--- config.mk ---
export PLATFORM = sky130hd
export DESIGN_NAME = dac_parabolic_ramp
export DESIGN_NICKNAME = d
export VERILOG_FILES = /design/src/hdl/dpr_pkg.sv /design/src/hdl/dpr_step.sv /design/src/hdl/dac_parabolic_ramp.sv
export SDC_FILE = /design/constraint.sdc
export NUM_CORES = 1
export LEC_CHECK = 0
export BUFFER_PORTS_ARGS = -buffer_cell sky130_fd_sc_hd__buf_4
export CAP_MARGIN = 0
export CORE_UTILIZATION = 47
export CTS_BUF_LIST = sky130_fd_sc_hd__clkbuf_16
export CTS_CLUSTER_SIZE = 16
export DETAILED_ROUTE_END_ITERATION = 8
export SKIP_LAST_GASP = 1
export SLEW_MARGIN = 10
export SYNTH_ARGS = -nofsm -noshare
export SYNTH_HDL_FRONTEND = slang
export SYNTH_SLANG_ARGS = --single-unit
--- constraint.sdc ---
create_clock -name clk -period 12.5 [get_ports clk]
set_input_delay 1.25 -clock clk [delete_from_list [all_inputs] [get_ports clk]]
set_output_delay 1.25 -clock clk [all_outputs]
set_load 0.01 [all_outputs]
--- src/hdl/dpr_pkg.sv ---
// types, constants and helpers for the parabolic dac ramp generator
// no dependencies; imported by dpr_step, dac_parabolic_ramp and the testbench
package dpr_pkg;

  localparam int DAC_BITS  = 16;
  localparam int FRAC_BITS = 5;
  localparam int CH_BITS   = 3;
  localparam int NUM_CH    = 1 << CH_BITS;
  localparam int ACC_BITS  = 16;
  localparam int FINE_BITS = DAC_BITS + FRAC_BITS;
  localparam int POS_BITS  = FINE_BITS + 3;
  localparam int SPD_BITS  = FINE_BITS + 2;
  localparam int WIDE_BITS = POS_BITS + 2;

  localparam logic [DAC_BITS-1:0] DAC_MAX = {DAC_BITS{1'b1}};

  typedef enum logic [1:0] {
    PH_IDLE = 2'd0,
    PH_RISE = 2'd1,
    PH_FALL = 2'd2,
    PH_LAST = 2'd3
  } phase_t;

  typedef struct packed {
    phase_t                phase;
    logic [POS_BITS-1:0]   pos;
    logic [SPD_BITS-1:0]   speed;
    logic [DAC_BITS-1:0]   next_code;
    logic [DAC_BITS-1:0]   goal_code;
    logic [FINE_BITS-1:0]  mid_fine;
    logic                  going_up;
    logic                  steady;
    logic [CH_BITS-1:0]    busy_chan;
  } ramp_state_t;

  typedef struct packed {
    logic                  valid;
    logic [CH_BITS-1:0]    chan;
    logic [DAC_BITS-1:0]   code;
    logic                  done;
  } ramp_res_t;

  // fine position to dac code, clamped at both ends
  function automatic logic [DAC_BITS-1:0] code_of(input logic [POS_BITS-1:0] fine);
    logic [POS_BITS-FRAC_BITS-1:0] c;
    c = fine[POS_BITS-1:FRAC_BITS];
    if (fine[POS_BITS-1]) begin
      return '0;
    end else if (c > (POS_BITS-FRAC_BITS)'(DAC_MAX)) begin
      return DAC_MAX;
    end else begin
      return c[DAC_BITS-1:0];
    end
  endfunction

endpackage

--- src/hdl/dpr_step.sv ---
// next-state and result logic for one request of the ramp generator
// depends on dpr_pkg
module dpr_step (
  input  dpr_pkg::ramp_state_t          st,
  input  logic                          kind,
  input  logic [dpr_pkg::CH_BITS-1:0]   chan,
  input  logic [dpr_pkg::DAC_BITS-1:0]  goal,
  input  logic                          profile,
  input  logic [dpr_pkg::DAC_BITS-1:0]  cur,
  input  logic [dpr_pkg::ACC_BITS-1:0]  acc,
  output dpr_pkg::ramp_state_t          st_next,
  output dpr_pkg::ramp_res_t            res
);
  import dpr_pkg::*;

  localparam int W = WIDE_BITS;

  logic signed [W-1:0] g_w, spd_w, pos_w, goal_w, mid_w, aim_w;
  logic signed [W-1:0] rise_spd, fall_d, fall_spd, step_spd, pos_new;
  logic                go, chan_ok;
  logic [DAC_BITS:0]   mid_sum;

  assign g_w    = $signed(W'(acc));
  assign spd_w  = $signed(W'(st.speed));
  assign pos_w  = W'($signed(st.pos));
  assign goal_w = $signed(W'({st.goal_code, {FRAC_BITS{1'b0}}}));
  assign mid_w  = $signed(W'(st.mid_fine));

  assign rise_spd = spd_w + g_w;
  assign fall_d   = spd_w - g_w;
  // slowing down never lets the speed drop below one increment
  assign fall_spd = (fall_d > g_w) ? fall_d : g_w;
  assign step_spd = (st.phase == PH_RISE) ? rise_spd : fall_spd;
  assign aim_w    = (st.phase == PH_RISE && st.steady) ? mid_w : goal_w;

  assign go      = st.going_up ? (pos_w <= aim_w - step_spd) : (pos_w >= aim_w + step_spd);
  assign pos_new = st.going_up ? (pos_w + step_spd) : (pos_w - step_spd);

  assign chan_ok = (CH_BITS+1)'(chan) < (CH_BITS+1)'(NUM_CH);
  assign mid_sum = (DAC_BITS+1)'(cur) + (DAC_BITS+1)'(goal);

  always_comb begin
    st_next   = st;
    res       = '0;
    res.chan  = st.busy_chan;
    if (kind) begin
      if (st.phase == PH_IDLE && chan_ok) begin
        st_next.busy_chan = chan;
        st_next.goal_code = goal;
        st_next.steady    = profile;
        st_next.going_up  = cur < goal;
        st_next.pos       = POS_BITS'({cur, {FRAC_BITS{1'b0}}});
        st_next.speed     = '0;
        st_next.next_code = cur;
        st_next.mid_fine  = {mid_sum[DAC_BITS:1], {FRAC_BITS{1'b0}}};
        st_next.phase     = PH_RISE;
      end
    end else if (st.phase != PH_IDLE) begin
      res.valid = 1'b1;
      case (st.phase)
        PH_LAST: begin
          res.code      = st.goal_code;
          res.done      = 1'b1;
          st_next.phase = PH_IDLE;
        end
        PH_RISE, PH_FALL: begin
          res.code          = st.next_code;
          st_next.speed     = step_spd[SPD_BITS-1:0];
          st_next.pos       = pos_new[POS_BITS-1:0];
          st_next.next_code = code_of(pos_new[POS_BITS-1:0]);
          if (!go) begin
            if (st.phase == PH_RISE && st.steady) begin
              // overshoot code stays queued, position snaps to the midpoint
              st_next.pos   = POS_BITS'(st.mid_fine);
              st_next.phase = PH_FALL;
            end else begin
              st_next.phase = PH_LAST;
            end
          end
        end
        default: begin
          st_next.phase = PH_IDLE;
        end
      endcase
    end
  end

endmodule

--- src/hdl/dac_parabolic_ramp.sv ---
// parabolic ramp generator: per-channel last codes in a ram with a registered read,
// the move registers and a registered result; depends on dpr_pkg and dpr_step
// a tick request passes the s1 registers, then the result registers; the ram read of
// a start overlaps the previous request; one request per cycle unless the output stalls
// reset: move idle, accel 1, every channel's last code reads as zero until written
module dac_parabolic_ramp (
  input  logic                          clk,
  input  logic                          rst,
  input  logic                          cfg_valid,
  output logic                          cfg_ready,
  input  logic [dpr_pkg::ACC_BITS-1:0]  accel,
  input  logic                          in_valid,
  output logic                          in_ready,
  input  logic                          kind,
  input  logic [dpr_pkg::CH_BITS-1:0]   chan,
  input  logic [dpr_pkg::DAC_BITS-1:0]  goal,
  input  logic                          profile,
  output logic                          out_valid,
  input  logic                          out_ready,
  output logic [dpr_pkg::CH_BITS-1:0]   out_chan,
  output logic [dpr_pkg::DAC_BITS-1:0]  dac_code,
  output logic                          move_done
);
  import dpr_pkg::*;

  logic [ACC_BITS-1:0] acc_reg, acc_eff;

  logic                s1_valid, s1_kind, s1_profile, s1_fire, in_acc;
  logic [CH_BITS-1:0]  s1_chan;
  logic [DAC_BITS-1:0] s1_goal;

  logic [DAC_BITS-1:0] mem [NUM_CH];
  logic [NUM_CH-1:0]   mem_vld;
  logic [DAC_BITS-1:0] rd_q, fwd_data, cur;
  logic                rd_vld, rd_fwd, wr_en, fwd_hit;

  ramp_state_t st, st_next;
  ramp_res_t   res;

  assign cfg_ready = 1'b1;
  assign acc_eff   = (acc_reg == '0) ? ACC_BITS'(1) : acc_reg;

  always_ff @(posedge clk) begin
    if (rst) begin
      acc_reg <= ACC_BITS'(1);
    end else if (cfg_valid && cfg_ready) begin
      acc_reg <= accel;
    end
  end

  assign s1_fire  = s1_valid && (!out_valid || out_ready);
  assign in_ready = !s1_valid || s1_fire;
  assign in_acc   = in_valid && in_ready;

  always_ff @(posedge clk) begin
    if (rst) begin
      s1_valid <= 1'b0;
    end else if (in_ready) begin
      s1_valid <= in_valid;
    end
  end

  always_ff @(posedge clk) begin
    if (in_acc) begin
      s1_kind    <= kind;
      s1_chan    <= chan;
      s1_goal    <= goal;
      s1_profile <= profile;
    end
  end

  // last-code ram, written by each emitted code
  assign wr_en   = s1_fire && res.valid;
  assign fwd_hit = wr_en && (st.busy_chan == chan);

  always_ff @(posedge clk) begin
    if (wr_en) begin
      mem[st.busy_chan] <= res.code;
    end
    if (in_acc) begin
      rd_q     <= mem[chan];
      fwd_data <= res.code;
    end
  end

  always_ff @(posedge clk) begin
    if (rst) begin
      mem_vld <= '0;
      rd_vld  <= 1'b0;
      rd_fwd  <= 1'b0;
    end else begin
      if (wr_en) begin
        mem_vld[st.busy_chan] <= 1'b1;
      end
      if (in_acc) begin
        rd_vld <= mem_vld[chan] || fwd_hit;
        rd_fwd <= fwd_hit;
      end
    end
  end

  // same-channel write in the read cycle is forwarded
  assign cur = !rd_vld ? '0 : (rd_fwd ? fwd_data : rd_q);

  dpr_step u_step (
    .st      (st),
    .kind    (s1_kind),
    .chan    (s1_chan),
    .goal    (s1_goal),
    .profile (s1_profile),
    .cur     (cur),
    .acc     (acc_eff),
    .st_next (st_next),
    .res     (res)
  );

  always_ff @(posedge clk) begin
    if (rst) begin
      st <= '0;
    end else if (s1_fire) begin
      st <= st_next;
    end
  end

  always_ff @(posedge clk) begin
    if (rst) begin
      out_valid <= 1'b0;
    end else if (s1_fire) begin
      out_valid <= res.valid;
    end else if (out_ready) begin
      out_valid <= 1'b0;
    end
  end

  always_ff @(posedge clk) begin
    if (wr_en) begin
      out_chan  <= res.chan;
      dac_code  <= res.code;
      move_done <= res.done;
    end
  end

  a_idle_tick_silent: assert property (@(posedge clk) disable iff (rst)
    s1_fire && !s1_kind && st.phase == PH_IDLE |=> !out_valid)
    else $error("tick while idle produced a result");

  a_fall_steady: assert property (@(posedge clk) disable iff (rst)
    st.phase == PH_FALL |-> st.steady)
    else $error("deceleration phase outside steady profile");

  a_wr_marks_valid: assert property (@(posedge clk) disable iff (rst)
    wr_en |=> mem_vld[$past(st.busy_chan)])
    else $error("ram entry not marked valid after write");

  a_result_from_step: assert property (@(posedge clk) disable iff (rst)
    $rose(out_valid) |-> $past(s1_fire))
    else $error("result appeared without a processed request");

endmodule

Word-level counts from Yosys, hierarchy flattened
Memory sizes are Yosys's and may differ from the RTL's. A register that Yosys moved wholly into a read port is not among the register bits.
Index checks and enable logic that the tools add are counted.
{"block": "totals", "ff_bits": 187, "mem_bits_rw": 128, "inputBits": 42, "out_inout_bits": 23, "word_cells": 101, "memories": 1}
{"name": "mem", "words": 8, "width": 16, "rd": 1, "rd_ports_with_merged_regs": 1, "write_ports": 1, "line_no": "dac_parabolic_ramp.sv:32", "rtl": "logic [DAC_BITS-1:0] mem [NUM_CH];"}
{"block": "op_classes", "addsub": 7, "order_cmp": 8, "eq_ne": 6, "n_mux": 32, "bitwise_logic": 2, "reduce_logical": 22}
{"cell": "$mux W65", "count": 2}
{"cell": "$mux W107", "count": 1}
{"cell": "$mux W16", "count": 5}
{"cell": "$mux W26", "count": 3}
{"cell": "$mux W63", "count": 1}
{"cell": "$mux W24", "count": 2}
{"cell": "$mux W17", "count": 2}
{"cell": "$pmux W16 S2", "count": 1}
{"cell": "$add A22 B26 Y26", "count": 1}
{"cell": "$ge A24 B26 Y1", "count": 1}
{"cell": "$gt A26 B17 Y1", "count": 1}
{"cell": "$le A24 B26 Y1", "count": 1}
{"cell": "$sub A22 B26 Y26", "count": 1}
{"cell": "$add A23 B16 Y24", "count": 1}
{"cell": "$add A24 B24 Y24", "count": 1}
{"cell": "$sub A23 B16 Y24", "count": 1}
{"cell": "$sub A24 B24 Y24", "count": 1}
{"cell": "$mux W21", "count": 1}
{"cell": "$gt A19 B16 Y1 const B", "count": 1}
{"cell": "$add A16 B16 Y17", "count": 1}
{"cell": "$logic_not A16 Y1", "count": 1}
{"cell": "$lt A16 B16 Y1", "count": 1}
{"cell": "$mux W1", "count": 11}
{"cell": "$lt A3 B4 Y1 const B", "count": 2}
{"cell": "other kinds (19)", "count": 33}

Depth between registers and ports, before layout
Gate-level depths: netlist (run 1).
{"block": "depth", "depth_word": 14, "mapped_depth": 59, "mapped_depth_nobuf": 56}

Hierarchy
From an unflattened synthesis (run 1), not the netlist that was laid out.
{"block": "unflattened", "hier_cells": 2647, "area_unflattened_um2": 23791.6}
{"mod": "dac_parabolic_ramp", "instances": 1, "cells_per_inst": 904, "area_per_inst_um2": 12255.5, "seq_area_each_um2": 8738.4}
{"mod": "dpr_step", "instances": 1, "cells_per_inst": 1743, "area_per_inst_um2": 11536.1, "seq_area_each_um2": 0.0}

Worst setup path before layout (run 1)
OpenSTA, ideal clock, no wires.
{"block": "synth_timing", "path_kind": "flip-flop to flip-flop", "from": "register acc_reg[7]", "to": "register, netlist name st[95]", "setup_time_ps": 120, "arrival_ps": 10157, "required_time_ps": 12380, "path_slack_ps": 2223, "path_stages_with_launch": 58, "n_path_buf": 3, "synth_period_minus_slack_ps": 10277, "path_cell_list": "dfxtp_1 -> nor4_1 -> a41oi_1 -> inv_1 -> ha_1 -> inv_1 -> fa_1 -> a21o_1 -> nand3_1 -> nand2_1 -> and3_1 -> o21a_1 -> o21ai_0 -> nor2b_1 -> xnor2_1 -> ha_1 -> a21o_1 -> a21o_1 -> (+22 left out) -> a21oi_1 -> o21ai_0 -> xor2_1 -> ha_1 -> nand4_1 -> nor2_1 -> nand2_1 -> or3_1 -> nor2_1 -> nand2_1 -> nor3_1 -> mux2i_1 -> a211o_1 -> o31a_1 -> a21o_1 -> buf_2 -> and4_1 -> a211o_1"}
{"block": "synth_via", "elab_chain_len": 13, "elab_cells_between_ends": 20, "classes_between": "add/sub: 6; order compare: 3; mux: 10; reduce/logical: 1"}
{"item": "from (decl)", "line_no": "dac_parabolic_ramp.sv:26", "rtl": "logic [ACC_BITS-1:0] acc_reg, acc_eff;"}
{"item": "from (signal assigned)", "line_no": "dac_parabolic_ramp.sv:47", "rtl": "acc_reg <= accel;"}
{"item": "$logic_not A16 Y1", "line_no": "dac_parabolic_ramp.sv:41", "rtl": "assign acc_eff = (acc_reg == '0) ? ACC_BITS'(1) : acc_reg;"}
{"item": "$mux W16 (*)", "line_no": "dac_parabolic_ramp.sv:41"}
{"item": "$sub A23 B16 Y24", "line_no": "dpr_step.sv:30", "rtl": "assign fall_d = spd_w - g_w;"}
{"item": "$gt A26 B17 Y1", "line_no": "dpr_step.sv:32", "rtl": "assign fall_spd = (fall_d > g_w) ? fall_d : g_w;"}
{"item": "$mux W26", "line_no": "dpr_step.sv:32"}
{"item": "$mux W26 (*)", "line_no": "dpr_step.sv:33", "rtl": "assign step_spd = (st.phase == PH_RISE) ? rise_spd : fall_spd;"}
{"item": "$add A22 B26 Y26 (tied with other cells)", "line_no": "dpr_step.sv:36", "rtl": "assign go = st.going_up ? (pos_w <= aim_w - step_spd) : (pos_w >= aim_w + step_spd);"}
{"item": "$ge A24 B26 Y1 (tied with other cells)", "line_no": "dpr_step.sv:36"}
{"item": "$mux W1 or $mux W24 (tied branches)", "line_no": "dpr_step.sv:36, dpr_step.sv:72"}
{"item": "$mux W26 (*)", "line_no": "dpr_step.sv:71", "rtl": "if (!go) begin"}
{"item": "$mux W63 (*)", "line_no": "dpr_step.sv:60", "rtl": "case (st.phase)"}
{"item": "$mux W65 (*)", "line_no": "dpr_step.sv:58", "rtl": "end else if (st.phase != PH_IDLE) begin"}
{"item": "$mux W65 (*)", "line_no": "dpr_step.sv:46", "rtl": "if (kind) begin"}
Mark *: on every way between the ends. The rest lies on a longest branch, timed or not. The select of a mux whose other input is x is not followed.
A chain may end at the register's enable or synchronous reset.

Worst setup path after layout (run 1)
{"block": "layout_timing", "from": "register acc_reg[15]", "to": "register, netlist name st[95]"}
{"block": "layout_via", "elab_chain_len": 13, "elab_cells_between_ends": 20, "classes_between": "add/sub: 6; order compare: 3; mux: 10; reduce/logical: 1"}
{"item": "$logic_not A16 Y1", "line_no": "dac_parabolic_ramp.sv:41"}
{"item": "$mux W16 (*)", "line_no": "dac_parabolic_ramp.sv:41"}
{"item": "$sub A23 B16 Y24", "line_no": "dpr_step.sv:30"}
{"item": "$gt A26 B17 Y1", "line_no": "dpr_step.sv:32"}
{"item": "$mux W26", "line_no": "dpr_step.sv:32"}
{"item": "$mux W26 (*)", "line_no": "dpr_step.sv:33"}
{"item": "$add A22 B26 Y26 (tied with other cells)", "line_no": "dpr_step.sv:36"}
{"item": "$ge A24 B26 Y1 (tied with other cells)", "line_no": "dpr_step.sv:36"}
{"item": "$mux W1 or $mux W24 (tied branches)", "line_no": "dpr_step.sv:36, dpr_step.sv:72"}
{"item": "$mux W26 (*)", "line_no": "dpr_step.sv:71"}
{"item": "$mux W63 (*)", "line_no": "dpr_step.sv:60"}
{"item": "$mux W65 (*)", "line_no": "dpr_step.sv:58"}
{"item": "$mux W65 (*)", "line_no": "dpr_step.sv:46"}
Marks and branches as above.

==> results.md, run 1 <==
* Fraction of registers with async set/reset at 0
* Maximum capacitance violations at 0
* Iteration-0 DRC count of the detailed router at 1,208
* Hold Crit Start: mem_vld[2]$_SDFFE_PP0P_
* Root buf cell: clkbuf_16
* CP delay by family, top: compound AO/OA/AOI/OAI gates
* Starting Density at 0.476
* CP Launch Point: acc_reg[15]$_SDFFE_PP0P_
* WP data arrival at 12,230 ps
* Placed insts at 2,751
* Worst Setup End Kind: flip-flop
* Seq/Total Area, Yosys at 0.400
* First-pass GRT wire length at 92,900 um
* Ys flop type: edfxtp_1
* Initial antenna violation count at 0
* H-tree levels at 2
* Hold slack at 462 ps
* Final worst-path cycle share at 0.939
* Net switching power at 1.18 mW
* Synthesized area at 21,600 sq um
* Bufs on Longest Clock Path at 3
* Max rail drop VDD at 0.137 mV
* Wire per inst at 21.4 um
* Startpoint types: flip-flop
* Routability congestion estimate from global placement at 0.940
* Yosys warning total at 0
* Post-Syn Instances at 2,170
* Proportion of power drawn by the clock network at 0.315
* Chip width at 216 um
* Fraction of layout cells with a size suffix above 1 at 0.126
* Pint at 2.27 mW
* Via density at 5.90
* Total Negative Setup Slacks at 0 ps
* Synth top area share at 0.279
* Core ar. at 45,400 sq um
* Clock sinks at 331
* Skew final at 18.2 ps
* Std-Cell Rows at 78
* Final setup fails at 0
* Power density over the cells at 144 nW/um^2
* Largest Register: mem
* Drt pass-1 iters at 7
* Global Route Usage Sum at 0.256
* Detail Placement HPWL at 45,200 um
* #FFs+latches synth at 331
* Seq pwr share at 0.360
* Final wirelength at 60,300 um
* Total Nets Final at 2,447
* Worst relative slew slack at 0.272
* Synth top area cells: edfxtp_1 28%, dfxtp_1 12%, ha_1 12%
* Hold-fix buffers, CTS at 0
* Crit-path max FO at 19
* WP buf/inv at 4
* Clock slew at reported path FFs at 60 ps
* Synthesized Nets at 2,423
* Reg2reg start: acc_reg[15]$_SDFFE_PP0P_
* Area grow syn2layout at 10.7%
* RSZ-0062 raised after global routing: false
* Insertion delay to the later sink of the worst-skew pair at 550 ps
* Antenna viol nets, final at 0
* Slew @ Worst Pin at 1090 ps
* Fmax at 85.2 MHz
* CTS tree: built
* WP data required at 12,990 ps
* Crit-path max cell delay at 450 ps
* Yosys cell types at 90
* Min Clock Period, post-route at 11,740 ps
* Slew Limit Fails at 0
* P_leak at 9.88 nW
* Total power at 3.45 mW
* Largest net degree at the start of global routing at 72
* Number of flip-flops in the largest register at 128
* Port buffer count at 63
* Non-filler cells, final at 2,821
* Number of flops mapped to enable cells by yosys at 201
* DRC viols at 0
* Remaining Overflow, GRT at 0
* Antenna diode count at 0
* Crit-path most repeated cell: a21oi_1
* Leading area contributor after synthesis: edfxtp_1
* Syn avg cell area at 9.96 sq um
* Die footprint at 46,900 sq um
* Slowest cell on crit path: o41ai_1
* CTS buffer count at 37
* Status: complete, no violations
* Largest regs: mem x128, st x102
* I/O pins at 65
* Via count at 16,600
* WS Path Type: flip-flop to flip-flop
* Hold Crit Class: flip-flop to flip-flop
* Final core utilization at 0.527
* Final-report hold violation count at 0
* Gate power share at 0.324
* Die Ht at 216 um
* Vias in the first global route at 16,300
* Switching portion of total power at 0.343
cell usage in the layout, fill, tap and decap left out, drive strengths merged, types with 13 or more instances in the layout:
master and count:
nand3 43, and4 14, xnor2 97, o21a 18
o21ai 79, nor4 18, mux2i 53, inv 126
buf 102, nor2 223, a31oi 19, a211oi 21
ha 206, nand2b 38, edfxtp 201, o21bai 35
dfxtp 130, a21o 32, mux2 34, a31o 16
mux4 34, xor2 25, a22oi 41, nand4 29
nor2b 45, nand2 132, nor3 26, a21oi 161
or3 15, o211ai 13, clkbuf 37, o41ai 20
clkinv 15
worst paths after layout:
check / endpoint / slack (ps) / cells past startpoint
worst max-delay path: st[95]$_SDFFE_PP0P_ / 760 / 55
worst min register to register: mem_vld[2]$_SDFFE_PP0P_ / 460 / 2
worst min-delay path: mem_vld[2]$_SDFFE_PP0P_ / 460 / 2
worst max register to register: st[95]$_SDFFE_PP0P_ / 760 / 55
worst reg2reg max path: cells and delay by family (launching register included):
family	cells	cell delay, ps
AO/OA/AOI/OAI	26	5410
adder cells (fa/ha/maj)	6	1860
flip-flops	1	380
XOR/XNOR	2	210
multiplexers	3	620
AND/OR/NAND/NOR	14	2540
buffers and inverters	4	690
cell families (layout without fill, tap and decap cells):
logic type | Yosys count | in the layout | synth area share
buffers and inverters | 236 | 287 | 0.0431
flip-flops | 331 | 331 | 0.400
XOR/XNOR | 122 | 122 | 0.0503
multiplexers | 121 | 121 | 0.0784
AND/OR/NAND/NOR | 628 | 628 | 0.142
adder cells (fa/ha/maj) | 211 | 211 | 0.124
AO/OA/AOI/OAI | 520 | 520 | 0.163
other | 1 | 1 | 0.000173
per-layer routing:
| layer | vias to the layer above | GRT usage | share of wire |
|---|---|---|---|
| met5 | - | 0 | 0 |
| met4 | 0 | 0.0878 | 0.031 |
| met3 | 98 | 0.0369 | 0.053 |
| met2 | 433 | 0.420 | 0.47 |
| met1 | 8136 | 0.345 | 0.45 |
| li1 | 7974 | - | - |
through the flow:
stage	setup WS (ps)	instance area (sq um)
3_5_place_dp	462	22700
4_1_cts	387	23900
3_3_place_gp	659	22700
6_report	762	23900
2_1_floorplan	2220	21600
5_1_grt	15.3	23900
timing repair:
| item | 4_1_cts | 5_1_grt |
|---|---|---|
| buffers inserted | 0 | 4 |
| endpoints found under the hold margin | 0 | 0 |
| endpoints found under the setup margin | 0 | 25 |
| gates resized for setup | 0 | 7 |
synthesized netlist by cell type (all sizes together) (29+ instances only):
cell type / instances
edfxtp: 201
nand3: 43
a21oi: 161
o21ai: 79
dfxtp: 130
a21o: 32
a22oi: 41
mux2i: 53
xnor2: 97
nand2: 132
mux2: 34
nor2: 223
o21bai: 35
nand2b: 38
inv: 118
mux4: 34
clkbuf: 91
ha: 206
nand4: 29
nor2b: 45
layout make-up:
type	count	area [sq um]
fill	4090	21500
multi-input combinational	1603	12100
sequential	331	8640
clock buffer	37	926
timing repair buffer	102	769
tap	600	751
inverter	119	447
clock inverter	29	264
power groups by stage:
stage	logic, mW	registers [mW]	clock network, mW
detailed placement	1.10	1.26	0
global route	1.23	1.25	1.15
CTS	1.10	1.24	1.11
global placement	1.09	1.26	0
floorplan	0.820	1.24	0
finish	1.12	1.24	1.09
Power figures use the tool's default switching activity.
==> run 2: changes to the inputs <==
--- a/config.mk
+++ b/config.mk
@@ -5,6 +5,7 @@
 export SDC_FILE = /design/constraint.sdc
 export NUM_CORES = 1
 export LEC_CHECK = 0
+export ABC_AREA = 1
 export BUFFER_PORTS_ARGS = -buffer_cell sky130_fd_sc_hd__buf_4
 export CAP_MARGIN = 0
 export CORE_UTILIZATION = 47
==> results.md, run 2 <==
* Worst Setup End Kind: flip-flop
* Final worst-path cycle share at 0.882 (-0.0575)
* Xor/xnor cell area share of the yosys netlist at 0.0434 (-0.00689)
* Root buf cell: clkbuf_16
* Insertion delay to the later sink of the worst-skew pair at 570 ps (+20 ps)
* Adder-Cell Fraction of Synth Area at 0.121 (-0.00322)
* Total Nets Final at 3,035 (+24%)
* Maximum capacitance violations at 0 (unchanged)
* Chip width at 219 um (+1.3%)
* Antenna diode count at 0 (unchanged)
* Synthesized area at 22,200 sq um (+2.7%)
* Min Clock Period, post-route at 11,020 ps (-718 ps)
* Design area at 24,200 sq um (+1.2%)
* Iteration-0 DRC count of the detailed router at 1,539 (+27%)
* Seq/Total Area, Yosys at 0.389 (-0.0104)
* Antenna viol nets, final at 0 (unchanged)
* Hold Crit Class: flip-flop to flip-flop
* Synthesized Nets at 3,031 (+25%)
* Non-filler cells, final at 3,418 (+21%)
* Clock sinks at 331 (unchanged)
* Largest regs: mem x128, st x102
* WS Path Type: flip-flop to flip-flop
* Vias in the first global route at 18,200 (+12%)
* Pre-CTS WS at 1540 ps (+1080 ps)
* Post-synthesis compound-gate area fraction at 0.165 (+0.00186)
* Startpoint types: flip-flop
* Core ar. at 46,600 sq um (+2.6%)
* Hold-fix buffers, CTS at 0 (unchanged)
* Yosys cell types at 61 (-32%)
* Synth top area share at 0.272 (-0.00726)
* #FFs+latches synth at 331 (unchanged)
* Most frequent cells in the layout: 490 x nand2_1, 299 x inv_1, 284 x nor2_1, 257 x o21ai_0, 252 x a21oi_1
* Std-Cell Rows at 79 (+1.3%)
* First-pass GRT wire length at 106,000 um (+14%)
* Die Ht at 219 um (+1.3%)
* Final wirelength at 69,900 um (+16%)
* Die footprint at 48,100 sq um (+2.6%)
* Largest family of logic cells by synthesized area: simple AND/OR/NAND/NOR gates
* Via density at 5.57 (-5.5%)
* DRC viols at 0 (unchanged)
* Leading area contributor after synthesis: edfxtp_1
* Yosys warning total at 0 (unchanged)
* Final core utilization at 0.520 (-0.00723)
* Worst relative slew slack at 0.203 (-0.0689)
* CTS buffer count at 38 (+2.7%)
* Number of flops mapped to enable cells by yosys at 201 (unchanged)
* Total power at 3.07 mW (-11%)
* Fmax at 90.7 MHz (+6.5%)
* P_leak at 10.4 nW (+5.4%)
* Largest Register: mem
* Fraction of registers with async set/reset at 0 (unchanged)
* Placed insts at 3,349 (+22%)
* Crit-path max cell delay at 780 ps (+330 ps)
* Count leader, synth: nand2_1
* Setup ws final at 1480 ps (+718 ps)
* Synth top area cells: edfxtp_1 27%, dfxtp_1 12%, ha_1 12%
* Hold slack at 466 ps (+4.56 ps)
* Port buffer count at 63 (unchanged)
* Global Route Usage Sum at 0.291 (+0.0352)
* Clock slew at reported path FFs at 70 ps (about the same)
* Post-DP Area at 23,100 sq um (+1.7%)
* Drt pass-1 iters at 5 (-2)
* Max rail drop VDD at 0.104 mV (-24%)
* H-tree levels at 2 (unchanged)
* Total Negative Setup Slacks at 0 ps (unchanged)
* Simple-Gate Fraction of Synth Area at 0.203 (+0.0615)
* Slowest cell on crit path: nor4_1
* Routability congestion estimate from global placement at 0.943 (+0.29%)
* Number of flip-flops in the largest register at 128 (unchanged)
* Post-Syn Instances at 2,778 (+28%)
* Initial antenna violation count at 1 (+1)
* I/O pins at 65 (unchanged)
* Fraction of layout cells with a size suffix above 1 at 0.0896 (-0.0364)
* Status: complete, no violations
* Ys flop type: edfxtp_1
* Post_cts resized at 0 (unchanged)
* Largest net degree at the start of global routing at 72 (unchanged)
* RSZ-0062 raised after global routing: false
* Final setup fails at 0 (unchanged)
* WP data required at 12,900 ps (-90 ps)
* Final-report hold violation count at 0 (unchanged)
* Slew Limit Fails at 0 (unchanged)
* Area grow syn2layout at 9.05%
* Starting Density at 0.477 (about the same)
* Multiplexer area fraction after synthesis at 0 (-0.0784)
* Remaining Overflow, GRT at 0 (unchanged)
* Post-CTS setup buffer count at 0 (unchanged)
* Top post-synthesis cells by count: 490 x nand2_1, 290 x inv_1, 287 x nor2_1
* Detail Placement HPWL at 52,300 um (+16%)
* Skew final at 29.2 ps (+10.9 ps)
* Syn avg cell area at 7.99 sq um (-20%)
* Slew @ Worst Pin at 1200 ps (+105 ps)
* Commonest non-fill, non-tap cell in the layout: nand2_1
* Via count at 19,100 (+15%)
* Bufs on Longest Clock Path at 3 (unchanged)
* CTS tree: built
* WP data arrival at 11,420 ps (-810 ps)
* Wire per inst at 20.4 um (-4.4%)
* Power density over the cells at 127 nW/um^2 (-12%)
* Crit-path max FO at 20 (+1)
==> run 2: cell type report <==
class	instances	area, sq um
clock inverter	31	195
clock buffer	38	951
tap	607	759
multi-input combinational	2013	11800
fill	4502	22400
sequential	331	8640
timing repair buffer	90	676
inverter	308	1160
==> run 2: logic make-up (layout without fill, tap and decap cells) <==
logic type               count (synthesis)  after routing
other                                    1              1
AND/OR/NAND/NOR                       1033           1033
AO/OA/AOI/OAI                          658            658
buffers and inverters                  434            467
XOR/XNOR                               110            110
flip-flops                             331            331
adder cells (fa/ha/maj)                211            211
==> run 2: path summary, 6_finish.rpt <==
kind,cells after the start,slack (ps),end,startpoint
max,56,1480,st[104]$_SDFFE_PP0P_,acc_reg[11]$_SDFFE_PP0P_
min,2,470,mem_vld[6]$_SDFFE_PP0P_,mem_vld[6]$_SDFFE_PP0P_
max reg2reg,56,1480,st[104]$_SDFFE_PP0P_,acc_reg[11]$_SDFFE_PP0P_
min reg2reg,2,470,mem_vld[6]$_SDFFE_PP0P_,mem_vld[6]$_SDFFE_PP0P_
==> run 2: report_power, final <==
part	leakage [nW]	switching (mW)	internal (mW)
Sequential	2.66	0.0252	1.18
Combinational	7.17	0.561	0.268
Clock	0.588	0.465	0.578
Total	10.4	1.05	2.02
==> run 2: layer usage <==
| layer | global-route usage | part of all wire | vias up |
|---|---|---|---|
| li1 | - | - | 9360 |
| met1 | 0.386 | 0.45 | 9004 |
| met2 | 0.480 | 0.46 | 571 |
| met3 | 0.0348 | 0.053 | 118 |
| met4 | 0.116 | 0.036 | 2 |
| met5 | 0 | 0.00023 | - |
==> run 2: worst max-delay path, delay by kind of cell, from the launching register on <==
kind / cells / cell delay (ps)
AND/OR/NAND/NOR: 24 / 4530
AO/OA/AOI/OAI: 17 / 2760
adder cells (fa/ha/maj): 6 / 1860
buffers and inverters: 7 / 930
XOR/XNOR: 2 / 420
flip-flops: 1 / 330
==> run 3: changes to the inputs <==
==> constraint.sdc (replaced) <==
create_clock -name clk -period 12.1 [get_ports clk]
set_input_delay 1.21 -clock clk [delete_from_list [all_inputs] [get_ports clk]]
set_output_delay 1.21 -clock clk [all_outputs]
set_load 0.01 [all_outputs]
==> results.md, run 3 (same netlist as run 2, synthesis figures left out) <==
* Status: complete, no violations
* CP Launch Point: acc_reg[11]$_SDFFE_PP0P_
* Antenna diode count at 0 (unchanged)
* Fmax at 90.8 MHz (about the same)
* WP data required at 12,510 ps (-390 ps)
* Design area at 24,300 sq um (+0.37%)
* Initial antenna violation count at 0 (-1)
* Worst Setup End Kind: flip-flop
* Setup ws final at 1090 ps (-393 ps)
* Path depth of the worst reg2reg path at 56 (unchanged)
* Port buffer count at 63 (unchanged)
* R2R Setup Slk at 1090 ps (-390 ps)
* Hold Crit Class: flip-flop to flip-flop
* Crit-path max cell delay at 700 ps (-80 ps)
* DRC viols at 0 (unchanged)
* Starting Density at 0.477 (unchanged)
* Slew Limit Fails at 0 (unchanged)
* Area grow syn2layout at 9.45%
* Seq pwr share at 0.380 (-0.011)
* Final setup fails at 0 (unchanged)
* Detail Placement HPWL at 51,700 um (-1.2%)
* Commonest non-fill, non-tap cell in the layout: nand2_1
* Vias in the first global route at 18,000 (-1.4%)
* Slew @ Worst Pin at 1260 ps (+67.3 ps)
* Clock slew at reported path FFs at 60 ps (about the same)
* Hold-fix buffers, CTS at 0 (unchanged)
* CTS tree: built
* Max rail drop VDD at 0.134 mV (+29%)
* Via count at 19,100 (+0.30%)
* Largest Register: mem
* RSZ-0062 raised after global routing: false
* Post_cts resized at 0 (unchanged)
* Total Negative Setup Slacks at 0 ps (unchanged)
* Core ar. at 46,600 sq um (unchanged)
* Net switching power at 1.09 mW (+3.9%)
* Global Route Usage Sum at 0.286 (-0.00472)
* Slowest cell on crit path: nor4_1
* Number of flip-flops in the largest register at 128 (unchanged)
* Chip width at 219 um (unchanged)
* Die Ht at 219 um (unchanged)
* Total Nets Final at 3,032 (-0.099%)
* First-pass GRT wire length at 105,000 um (-1.0%)
* End of the critical path: st[85]$_SDFFE_PP0P_
* Pre-CTS WS at 1420 ps (-121 ps)
* Largest net degree at the start of global routing at 80 (+11%)
* Non-filler cells, final at 3,415 (-0.088%)
* Routability congestion estimate from global placement at 0.965 (+2.4%)
* Switching portion of total power at 0.334 (-0.00787)
* Std-Cell Rows at 79 (unchanged)
* Power density over the cells at 135 nW/um^2 (+5.9%)
* WP buf/inv at 7 (unchanged)
* H-tree levels at 2 (unchanged)
* Min Clock Period, post-route at 11,010 ps (-6.64 ps)
* Most frequent cells in the layout: 490 x nand2_1, 294 x inv_1, 284 x nor2_1, 257 x o21ai_0, 252 x a21oi_1
* Drt pass-1 iters at 5 (unchanged)
* Iteration-0 DRC count of the detailed router at 1,473 (-4.3%)
* CTS buffer count at 38 (unchanged)
* Worst relative slew slack at 0.158 (-0.0448)
* Clock sinks at 331 (unchanged)
* Via density at 5.60 (+0.39%)
* Final worst-path cycle share at 0.910 (+0.0286)
* WP data arrival at 11,420 ps (about the same)
* Crit path depth at 56 (unchanged)
* Crit-path max FO at 20 (unchanged)
* Reg2reg start: acc_reg[11]$_SDFFE_PP0P_
* Pint at 2.18 mW (+7.6%)
* Bufs on Longest Clock Path at 3 (unchanged)
* Maximum capacitance violations at 0 (unchanged)
* Remaining Overflow, GRT at 0 (unchanged)
* Post-DP Area at 23,000 sq um (about the same)
* Insertion delay to the later sink of the worst-skew pair at 570 ps (about the same)
* WS Path Type: flip-flop to flip-flop
* I/O pins at 65 (unchanged)
* Placed insts at 3,346 (-0.090%)
* Root buf cell: clkbuf_16
* Gate power share at 0.261 (-0.008)
* Proportion of power drawn by the clock network at 0.358 (+0.019)
* P_leak at 10.4 nW (+0.29%)
* Largest regs: mem x128, st x102
* Skew final at 29.1 ps (-0.113 ps)
* Die footprint at 48,100 sq um (unchanged)
* Fraction of layout cells with a size suffix above 1 at 0.0915 (+0.00188)
* CP delay by family, top: simple AND/OR/NAND/NOR gates
* Final wirelength at 69,000 um (-1.2%)
* Startpoint types: flip-flop
* Total power at 3.27 mW (+6.3%)
* Wire per inst at 20.2 um (-1.2%)
* Capture point of the worst reg-to-reg path: st[85]$_SDFFE_PP0P_
* Antenna viol nets, final at 0 (unchanged)
* Post-CTS setup buffer count at 0 (unchanged)
* Final-report hold violation count at 0 (unchanged)
run 3: worst register-to-register path, delay by kind of cell (launching register included):
family,cells,cell delay [ps]
xor gates and xnor gates,2,330
and+or+nand+nor,24,4620
adders and majority gates,6,1880
DFF,1,320
buffers and inverters,7,910
AOI/OAI and AO/OA,17,2750
run 3: worst min-delay path by stage:
stage,from,to,slack (ps),depth (start not counted)
2_1_floorplan,mem_vld[1]$_SDFFE_PP0P_,mem_vld[1]$_SDFFE_PP0P_,430,2
3_3_place_gp,mem_vld[1]$_SDFFE_PP0P_,mem_vld[1]$_SDFFE_PP0P_,450,2
3_5_place_dp,mem_vld[5]$_SDFFE_PP0P_,mem_vld[5]$_SDFFE_PP0P_,460,2
4_1_cts,mem_vld[5]$_SDFFE_PP0P_,mem_vld[5]$_SDFFE_PP0P_,470,2
5_1_grt,mem_vld[2]$_SDFFE_PP0P_,mem_vld[2]$_SDFFE_PP0P_,500,2
6_report,mem_vld[5]$_SDFFE_PP0P_,mem_vld[5]$_SDFFE_PP0P_,460,2
run 3: area by class of cell:
type                            count  area [sq um]
Timing Repair Buffer               87           653
Tap cell                          607           759
Clock inverter                     31           307
Sequential cell                   331          8640
Inverter                          308          1160
Multi-Input combinational cell   2013         11800
Clock buffer                       38           951
Fill cell                        4410         22300
run 3: power groups by stage:
stage	Sequential (mW)	Combinational, mW	Clock [mW]
finish	1.24	0.854	1.17
global placement	1.26	0.832	0
floorplan	1.25	0.626	0
detailed placement	1.27	0.838	0
CTS	1.24	0.844	1.19
global route	1.24	0.956	1.23
run 3: metrics by stage:
stage	utilization	hold slack (ps)
after floorplan	-	435
after global placement	0.495	445
after detailed placement	0.495	455
after CTS	0.522	468
after global routing	0.522	503
final	0.522	464
run 3: per-layer routing:
metal,up-vias,track usage,share of wire
met2,598,0.479,0.47
met3,110,0.0310,0.050
met1,9055,0.382,0.45
li1,9349,-,-
met4,0,0.100,0.030
met5,-,0,0
